$ cat src/sukt_pkg.sv
// Shared types, sizes and status codes of the sorted unique key table.
package sukt_pkg;

    localparam int DEPTH       = 64;
    localparam int MAX_RESULTS = 64;
    localparam int IDX_W       = (DEPTH > 1) ? $clog2(DEPTH) : 1;
    localparam int CNT_W       = $clog2(DEPTH + 1);
    localparam int POS_W       = 6;

    localparam logic OP_INSERT = 1'b0;
    localparam logic OP_DUMP   = 1'b1;

    localparam logic [2:0] ST_INSERTED  = 3'd0;
    localparam logic [2:0] ST_DUPLICATE = 3'd1;
    localparam logic [2:0] ST_FULL      = 3'd2;
    localparam logic [2:0] ST_DUMPED    = 3'd3;
    localparam logic [2:0] ST_EMPTY     = 3'd4;

    typedef struct packed {
        logic               operation;
        logic signed [31:0] key;
        logic [63:0]        name_tag;
    } t_in;

    typedef struct packed {
        logic [2:0]         status;
        logic signed [31:0] entry_key;
        logic [63:0]        entry_tag;
        logic [POS_W-1:0]   position;
        logic               last;
    } t_out;

    typedef struct packed {
        logic signed [31:0] key;
        logic [63:0]        tag;
    } t_entry;

    typedef struct packed {
        logic   shift;
        t_entry entry;
    } t_ring;

endpackage

$ cat src/sukt_cell.sv
// One storage cell of the entry ring, loading its neighbor's entry on each shift.
module sukt_cell import sukt_pkg::*; (
    input  logic   i_clk,
    input  logic   i_shift,
    input  t_entry i_next,
    output t_entry o_entry
);

    t_entry r_entry;

    always_ff @(posedge i_clk) begin
        if (i_shift) begin
            r_entry <= i_next;
        end
    end

    assign o_entry = r_entry;

endmodule

$ cat src/sukt_ctrl.sv
// Sequencer that rotates the ring, compares each head entry and forms the results.
module sukt_ctrl import sukt_pkg::*; (
    input  logic   i_clk,
    input  logic   i_rst_n,
    input  logic   i_valid,
    output logic   o_stall,
    input  t_in    i_data,
    output logic   o_valid,
    input  logic   i_stall,
    output t_out   o_data,
    input  t_entry i_head,
    output t_ring  o_ring
);

    typedef enum logic [1:0] {
        S_IDLE,
        S_SCAN,
        S_RES
    } t_state;

    t_state             r_state;
    logic               r_op;
    logic signed [31:0] r_key;
    logic [63:0]        r_tag;
    logic [IDX_W-1:0]   r_idx;
    logic [CNT_W-1:0]   r_count;
    logic               r_done;
    logic               r_shift;
    t_entry             r_hold;
    t_out               r_res;
    logic               r_out_valid;
    t_out               r_out;

    logic can;
    logic step;
    logic last_step;
    logic hv;
    logic full;
    logic ge;
    logic eq;
    logic ins_hit;
    logic dup_hit;
    logic emit;
    logic dump_last;
    logic load_out;

    always_comb begin
        can       = !r_out_valid || !i_stall;
        step      = (r_state == S_SCAN) && ((r_op == OP_INSERT) || can);
        last_step = (r_idx == IDX_W'(DEPTH - 1));
        hv        = (CNT_W'(r_idx) < r_count);
        full      = (r_count == CNT_W'(DEPTH));
        ge        = hv && (i_head.key >= r_key);
        eq        = hv && (i_head.key == r_key);
        dup_hit   = step && (r_op == OP_INSERT) && !r_done && eq;
        ins_hit   = step && (r_op == OP_INSERT) && !r_done && !full && !eq && (!hv || ge);
        emit      = step && (r_op == OP_DUMP) && hv && (32'(r_idx) < MAX_RESULTS);
        dump_last = ((CNT_W'(r_idx) + CNT_W'(1)) == r_count)
                    || (32'(r_idx) == MAX_RESULTS - 1);
        load_out  = emit || ((r_state == S_RES) && can);

        o_ring.shift = step;
        if (ins_hit) begin
            o_ring.entry.key = r_key;
            o_ring.entry.tag = r_tag;
        end else if ((r_op == OP_INSERT) && r_shift) begin
            o_ring.entry = r_hold;
        end else begin
            o_ring.entry = i_head;
        end
    end

    always_ff @(posedge i_clk) begin
        if (!i_rst_n) begin
            r_state     <= S_IDLE;
            r_out_valid <= 1'b0;
            r_count     <= '0;
            r_done      <= 1'b0;
            r_shift     <= 1'b0;
        end else begin
            if (load_out) begin
                r_out_valid <= 1'b1;
            end else if (can) begin
                r_out_valid <= 1'b0;
            end
            case (r_state)
                S_IDLE: begin
                    if (i_valid) begin
                        r_op    <= i_data.operation;
                        r_key   <= i_data.key;
                        r_tag   <= i_data.name_tag;
                        r_idx   <= '0;
                        r_done  <= 1'b0;
                        r_shift <= 1'b0;
                        if ((i_data.operation == OP_DUMP) && (r_count == '0)) begin
                            r_res.status    <= ST_EMPTY;
                            r_res.entry_key <= '0;
                            r_res.entry_tag <= '0;
                            r_res.position  <= '0;
                            r_res.last      <= 1'b1;
                            r_state         <= S_RES;
                        end else begin
                            r_state <= S_SCAN;
                        end
                    end
                end
                S_SCAN: begin
                    if (step) begin
                        r_idx <= r_idx + IDX_W'(1);
                        if (emit) begin
                            r_out.status        <= ST_DUMPED;
                            r_out.entry_key     <= i_head.key;
                            r_out.entry_tag     <= i_head.tag;
                            r_out.position      <= POS_W'(r_idx);
                            r_out.last          <= dump_last;
                        end
                        if (ins_hit) begin
                            r_res.status    <= ST_INSERTED;
                            r_res.entry_key <= r_key;
                            r_res.entry_tag <= r_tag;
                            r_res.position  <= POS_W'(r_idx);
                            r_res.last      <= 1'b1;
                            r_done          <= 1'b1;
                            r_shift         <= 1'b1;
                        end
                        if (dup_hit) begin
                            r_res.status    <= ST_DUPLICATE;
                            r_res.entry_key <= r_key;
                            r_res.entry_tag <= i_head.tag;
                            r_res.position  <= POS_W'(r_idx);
                            r_res.last      <= 1'b1;
                            r_done          <= 1'b1;
                        end
                        if (ins_hit || r_shift) begin
                            r_hold <= i_head;
                        end
                        if (last_step) begin
                            if (r_op == OP_INSERT) begin
                                r_state <= S_RES;
                                if (!r_done && !ins_hit && !dup_hit) begin
                                    r_res.status    <= ST_FULL;
                                    r_res.entry_key <= r_key;
                                    r_res.entry_tag <= r_tag;
                                    r_res.position  <= '0;
                                    r_res.last      <= 1'b1;
                                end
                                if (ins_hit || r_shift) begin
                                    r_count <= r_count + CNT_W'(1);
                                end
                            end else begin
                                r_state <= S_IDLE;
                            end
                        end
                    end
                end
                S_RES: begin
                    if (can) begin
                        r_out       <= r_res;
                        r_state     <= S_IDLE;
                    end
                end
                default: begin
                    r_state <= S_IDLE;
                end
            endcase
        end
    end

    assign o_stall = (r_state != S_IDLE);
    assign o_valid = r_out_valid;
    assign o_data  = r_out;

endmodule

$ cat src/sorted_unique_key_table.sv
// Top level of the sorted unique key table: a ring of entry cells and its sequencer.
// Each transaction but an empty dump rotates the whole ring once, one cell per cycle through a single compare.
// An insert gives its one result through S_RES after the scan; no new transaction is taken before S_IDLE.
// A dump emits the entries in key order, one per scan step, at most MAX_RESULTS of them.
// An output stall on a dump pauses the ring; an empty dump answers through S_RES without a scan.
// Reset clears the entry count and the control state only; the cells get no clearing pass.
module sorted_unique_key_table import sukt_pkg::*; (
    input  logic i_clk,
    input  logic i_rst_n,
    input  logic i_valid,
    output logic o_stall,
    input  t_in  i_data,
    output logic o_valid,
    input  logic i_stall,
    output t_out o_data
);

    t_entry cell_q [DEPTH];
    t_ring  ring;

    sukt_ctrl u_ctrl (
        .i_clk   (i_clk),
        .i_rst_n (i_rst_n),
        .i_valid (i_valid),
        .o_stall (o_stall),
        .i_data  (i_data),
        .o_valid (o_valid),
        .i_stall (i_stall),
        .o_data  (o_data),
        .i_head  (cell_q[0]),
        .o_ring  (ring)
    );

    for (genvar k = 0; k < DEPTH; k++) begin : g_cell
        if (k == DEPTH - 1) begin : g_tail
            sukt_cell u_cell (
                .i_clk   (i_clk),
                .i_shift (ring.shift),
                .i_next  (ring.entry),
                .o_entry (cell_q[k])
            );
        end else begin : g_body
            sukt_cell u_cell (
                .i_clk   (i_clk),
                .i_shift (ring.shift),
                .i_next  (cell_q[k+1]),
                .o_entry (cell_q[k])
            );
        end
    end

endmodule

$ cat config.mk
export PLATFORM = sky130hd
export DESIGN_NAME = sorted_unique_key_table
export DESIGN_NICKNAME = d
export VERILOG_FILES = /design/src/sukt_pkg.sv /design/src/sukt_cell.sv /design/src/sukt_ctrl.sv /design/src/sorted_unique_key_table.sv
export SDC_FILE = /design/constraint.sdc
export NUM_CORES = 2
export LEC_CHECK = 0
export ABC_AREA = 1
export BUFFER_PORTS_ARGS = -buffer_cell sky130_fd_sc_hd__buf_2
export CAP_MARGIN = 10
export CORE_MARGIN = 4
export CORE_UTILIZATION = 45
export CTS_CLUSTER_SIZE = 16
export DETAILED_ROUTE_END_ITERATION = 10
export SLEW_MARGIN = 10
export SYNTH_ARGS = -nofsm -noshare
export SYNTH_HDL_FRONTEND = slang
export SYNTH_SLANG_ARGS = --single-unit
export TNS_END_PERCENT = 50
$ cat constraint.sdc
create_clock -name i_clk -period 313.3 [get_ports i_clk]
set_clock_uncertainty 0.15 [all_clocks]
set_input_delay 46.995 -clock i_clk [delete_from_list [all_inputs] [get_ports i_clk]]
set_output_delay 46.995 -clock i_clk [all_outputs]
set_load 0.01 [all_outputs]
Word level (Yosys, flattened, before mapping). Cells that the tools add are included.

Register bits after elaboration: 6567. Word-level logic and storage cells: 248. Bits of input ports: 101. Output and inout bits: 108.

Equality and inequality tests: 14. Bitwise gates (word level): 1. $lt $le $gt $ge: 2. Reductions and logical operators: 45. Muxes and demuxes: 34. Add/subtract/negate cells: 3.

Operator list (count): $mux W106 (11); $pmux W106 S2 (2); $mux W96 (2); $eq A32 B32 Y1 (1); $ge A32 B32 Y1 (1); $reduce_and A4 Y1 (5); $logic_and A1 B1 Y1 (16); $reduce_and A5 Y1 (3); $mux W2 (6); $mux W6 (2); $ne A2 B1 Y1 const B (6); $pmux W6 S2 (1); $logic_not A1 Y1 (8); $reduce_bool A2 Y1 (4); $add A6 B1 Y7 const B (1); $add A7 B1 Y7 const B (1); $eq A7 B7 Y1 (1); $eq A7 B7 Y1 const B (1); $logic_not A7 Y1 (1); $lt A6 B7 Y1 (1); $mux W1 (7); $add A6 B1 Y6 const B (1); $eq A6 B6 Y1 const B (1); $logic_or A1 B1 Y1 (6); other kinds (9) (10).

Logic depth before layout (Yosys ltp).
Depth in word-level cells: 17. Mapped depth: 24. Gate-level depth less buffers: 21.

Hierarchy. From an unflattened synthesis, not the netlist that was laid out.

Cells, all modules: 8417. Area, all modules: 205582.2 um^2.

Modules (own cells, without submodules): sukt_cell (area an instance 2882.8 um^2, sequential area each 2882.8 um^2, cells an instance 96, instances 64); sukt_ctrl (area an instance 21085.2 um^2, sequential area each 12582.1 um^2, cells an instance 2273, instances 1).

Least setup slack after synthesis. OpenSTA, ideal clock, no wires.

Kind: in2reg. From: input port i_stall. To: register u_ctrl.r_out (netlist bit u_ctrl.o_data[0]) (enable). Stages on the path: 7. Buffers on the path: 0. Library setup time: 0.607 ns. Setup slack: 127.888 ns. Arrival: 184.656 ns. Required time: 312.543 ns. Cells stage by stage: nand2_1 -> nor2_1 -> inv_1 -> nand2_1 -> inv_1 -> nand3_1 -> a21oi_1.

Cells in the longest elaborated chain, start to end: 8. Elaborated cells between the ends (all ways): 10. Those cells by class: 3 x eq/ne; 7 x reduce/logical.

Ends and longest elaborated chain: start: declaration (line sorted_unique_key_table.sv:14) `input logic i_stall,`; $logic_not A1 Y1 * (line sukt_ctrl.sv:48) `can = !r_out_valid || !i_stall;`; $logic_or A1 B1 Y1 * (line sukt_ctrl.sv:48); $logic_or A1 B1 Y1 * (line sukt_ctrl.sv:49) `step = (r_state == S_SCAN) && ((r_op == OP_INSERT) || can);`; $logic_and A1 B1 Y1 * (line sukt_ctrl.sv:49); net g_cell[0].g_body.u_cell.i_shift (line sukt_cell.sv:4) `input logic i_shift,`; $logic_and A1 B1 Y1 (2 in series) (line sukt_ctrl.sv:57) `emit = step && (r_op == OP_DUMP) && hv && (32'(r_idx) < MAX_RESULTS);`; $ne A2 B1 Y1 (no source line); $reduce_and A5 Y1 (no source line) *; end signal: assignment (line sukt_ctrl.sv:158) `r_out <= r_res;`; end: declaration (line sukt_ctrl.sv:32) `t_out r_out;`.

Mark *: on every way through the listed nets, which the timed path passes. The rest lies on a longest branch. A chain may end at the register's enable or synchronous reset.

Worst setup path in the final report.
From: input port i_stall. To: register g_cell[8].g_body.u_cell.r_entry (netlist bit g_cell[8].g_body.u_cell.o_entry[5]) (enable).

Cells in the longest elaborated chain, start to end: 4.

Ends and longest elaborated chain: $logic_not A1 Y1 (line sukt_ctrl.sv:48); $logic_or A1 B1 Y1 (line sukt_ctrl.sv:48); $logic_or A1 B1 Y1 (line sukt_ctrl.sv:49); $logic_and A1 B1 Y1 (line sukt_ctrl.sv:49); net g_cell[0].g_body.u_cell.i_shift (line sukt_cell.sv:4); end signal: assignment (line sukt_cell.sv:13) `r_entry <= i_next;`; end: declaration (line sukt_cell.sv:9) `t_entry r_entry;`.

The timed path passes the listed nets, and every way through them passes these cells.

==> metrics.cfg <==
[placement]
place_congestion = 0.819
hpwlAfterDp_um = 151000
port-buffer-count = 208

[worst_setup_path]
crit_type = in -> reg
crit_path_end_kind = flip-flop
cp-start-kind = input pin
cp.required_ps = 313770
crit_arrival_ps = 52620
crit_fanout = 208

[yosys]
synth-simple-area-share = 0.0168
syn_area_sq_um = 205000
yosysSeqAreaShare = 0.960
synth_compound_area_frac = 0.0121
synth_adder_area_share = 0.00250
synthDistinctLibCells = 39
synth-async-reset-ratio = 0
synth_top_family_by_area = simple AND/OR/NAND/NOR gates
synth-edff-count = 6555
syn_area_per_cell_sq_um = 24.7
muxShareOfSynthArea = 0
synth_ff_type = edfxtp_1
yosys_warnings = 0
ys_ff_latch = 6567
syn_inst = 8321
synth_xor_xnor_area_share = 0.000213
syn_nets = 8463

[worst_hold_path]
hold_class = reg -> reg

[timing]
setup_violations = 0
slew_headroom = 0.221
report.final.slew_viol_count = 0
tns_ps = 0
post-route-period-util = 0.166
min_period_ps = 52140
rsz0062_at_grt = no
final_hold_viol_count = 0
clock.fmax_ghz = 0.0192
tightest_slew_ps = 1170

[clocking]
cts_tree = built
numCtsBuffers = 631
cts-resized-gates = 0
cts_root_buf = clkbuf_16
path_clk_slew_ps = 60
worst_skew_pair.late_latency_ps = 990
cts_setup_buffers = 0
h-tree-depth = 6
clock-sinks = 6567
cts_max_path_buffers = 4
cts_hold_buf = 0

[power]
irDropWorstVdd_v = 0.00000931
power_density_nw_per_um2 = 10.0
p_leak_nw = 70.7

[routing]
firstDrtPassIters = 5
drt_iter0_drc = 7605
wire_per_inst_um = 18.8
viasPerCell = 4.78
vias = 74600
antenna_left = 0
drc = 0
finalWirelength_um = 293000

[global_routing]
grt_util_all_layers = 0.123
antenna_found_initial = 9
grt_start_max_net_pins = 219
grt_pass1_vias = 74300
grt_pass1_wl_um = 452000
grt_overflow = 0

[final_layout]
layout.nets = 9270
area_growth_pct = 14.2
utilization = 0.517
drive_above_1_share = 0.126

[die]
die_width_um = 683
start_util = 0.453
rows = 247
core_sq_um = 453000
dieArea_sq_um = 467000
io_pins = 209
die_y_um = 683

[run]
cap_violations = 0

[outcome]
status = finished clean

## placed cells by master (no fill, tap or decap), types with 17 or more instances in the layout
| cell | count |
|---|---|
| clkinvlp_4 | 17 |
| bufinv_16 | 48 |
| o211ai_1 | 65 |
| buf_4 | 85 |
| o21ai_0 | 255 |
| edfxtp_1 | 6555 |
| clkbuf_1 | 136 |
| ha_1 | 41 |
| inv_1 | 269 |
| a21oi_1 | 47 |
| nand3_1 | 113 |
| clkinv_8 | 17 |
| clkinv_2 | 108 |
| buf_2 | 208 |
| clkbuf_16 | 642 |
| o21ai_1 | 23 |
| nand2_1 | 580 |
| a31oi_1 | 32 |
| clkinv_1 | 127 |
| nor2_1 | 123 |
## stage by stage
| step | hold WS (ps) | power [mW] | instance area [sq um] | worst slack, ps | std cells |
|---|---|---|---|---|---|
| after global placement | 250 | 1.62 | 214000 | 260370 | 14500 |
| after CTS | 218 | 2.38 | 234000 | 261350 | 15600 |
| after detailed placement | 255 | 1.63 | 214000 | 260150 | 14500 |
| after global routing | 238 | 2.45 | 234000 | 260800 | 15600 |
| after floorplan | 250 | 3.64 | 205000 | 127890 | 8321 |
| final | 231 | 2.34 | 234000 | 261160 | 15600 |
## layer usage
metal | global-route usage | share of wire
met5 | 0 | 0
met4 | 0.0537 | 0.042
met3 | 0.0209 | 0.041
met2 | 0.182 | 0.46
met1 | 0.182 | 0.46
## cell usage after synthesis (22+ instances only)
| cell type | n | area share |
|---|---|---|
| o21ai_0 | 263 | 0.0064 |
| a31oi_1 | 33 | 0.0010 |
| inv_1 | 272 | 0.0050 |
| buf_2 | 22 | 0.00054 |
| o211ai_1 | 65 | 0.0024 |
| nor2_1 | 124 | 0.0023 |
| clkbuf_1 | 87 | 0.0016 |
| a21oi_1 | 48 | 0.0012 |
| edfxtp_1 | 6555 | 0.96 |
| nand3_1 | 114 | 0.0028 |
| nand2_1 | 581 | 0.011 |
| ha_1 | 41 | 0.0025 |
## final timing paths
| path | start | end | cells after the start | slack (ps) |
|---|---|---|---|---|
| max reg2reg | u_ctrl.r_op$_DFFE_PP_ | g_cell[8].g_body.u_cell.o_entry[5]$_DFFE_PP_ | 10 | 306830 |
| max | i_stall | g_cell[8].g_body.u_cell.o_entry[5]$_DFFE_PP_ | 11 | 261160 |
| min | g_cell[38].g_body.u_cell.o_entry[66]$_DFFE_PP_ | g_cell[37].g_body.u_cell.o_entry[66]$_DFFE_PP_ | 0 | 230 |
| min reg2reg | g_cell[38].g_body.u_cell.o_entry[66]$_DFFE_PP_ | g_cell[37].g_body.u_cell.o_entry[66]$_DFFE_PP_ | 0 | 230 |
## state kept, by name, indices dropped and copies added, names as in the netlist
signal,cells
g_cell.g_body.u_cell.o_entry,6048
g_cell.g_tail.u_cell.o_entry,96
u_ctrl.o_data,106
u_ctrl.o_valid,1
u_ctrl.r_count,7
u_ctrl.r_done,1
u_ctrl.r_hold,96
u_ctrl.r_idx,6
u_ctrl.r_key,32
u_ctrl.r_op,1
u_ctrl.r_res,106
u_ctrl.r_shift,1
u_ctrl.r_state,2
u_ctrl.r_tag,64
## area by class of cell
type | count | area [sq um]
diodes | 1 | 2.50
clock buffers | 778 | 16600
clock inverters | 363 | 3580
fillers | 34100 | 219000
inverters | 278 | 1050
multi-input cells | 1345 | 6580
flip-flops and latches | 6567 | 197000
well taps | 5976 | 7480
repair buffers | 305 | 1930
## where the power goes
part           total (mW)  switching (mW)  internal, mW
combinational       0.217           0.193        0.0237
clock               0.734           0.315         0.419
sequential           1.39          0.0646          1.33
total                2.34           0.573          1.77
## kinds of logic (layout without fill, tap and decap cells)
kind of cell | after synthesis | in the layout
other | 0 | 1
and+or+nand+nor | 851 | 851
adders and majority gates | 41 | 41
xor gates and xnor gates | 5 | 5
buffers and inverters | 409 | 1724
AOI/OAI and AO/OA | 448 | 448
DFF | 6567 | 6567
## worst max-delay path: stages
cell and delay, ps:
buf_2 110, nand2_1 120, nor2_1 60, inv_1 70, nand2_1 150, inv_8 420
buf_12 620, buf_4 770, buf_4 770, buf_12 800, buf_4 970
No activity file was read; power rests on OpenSTA's default activity.
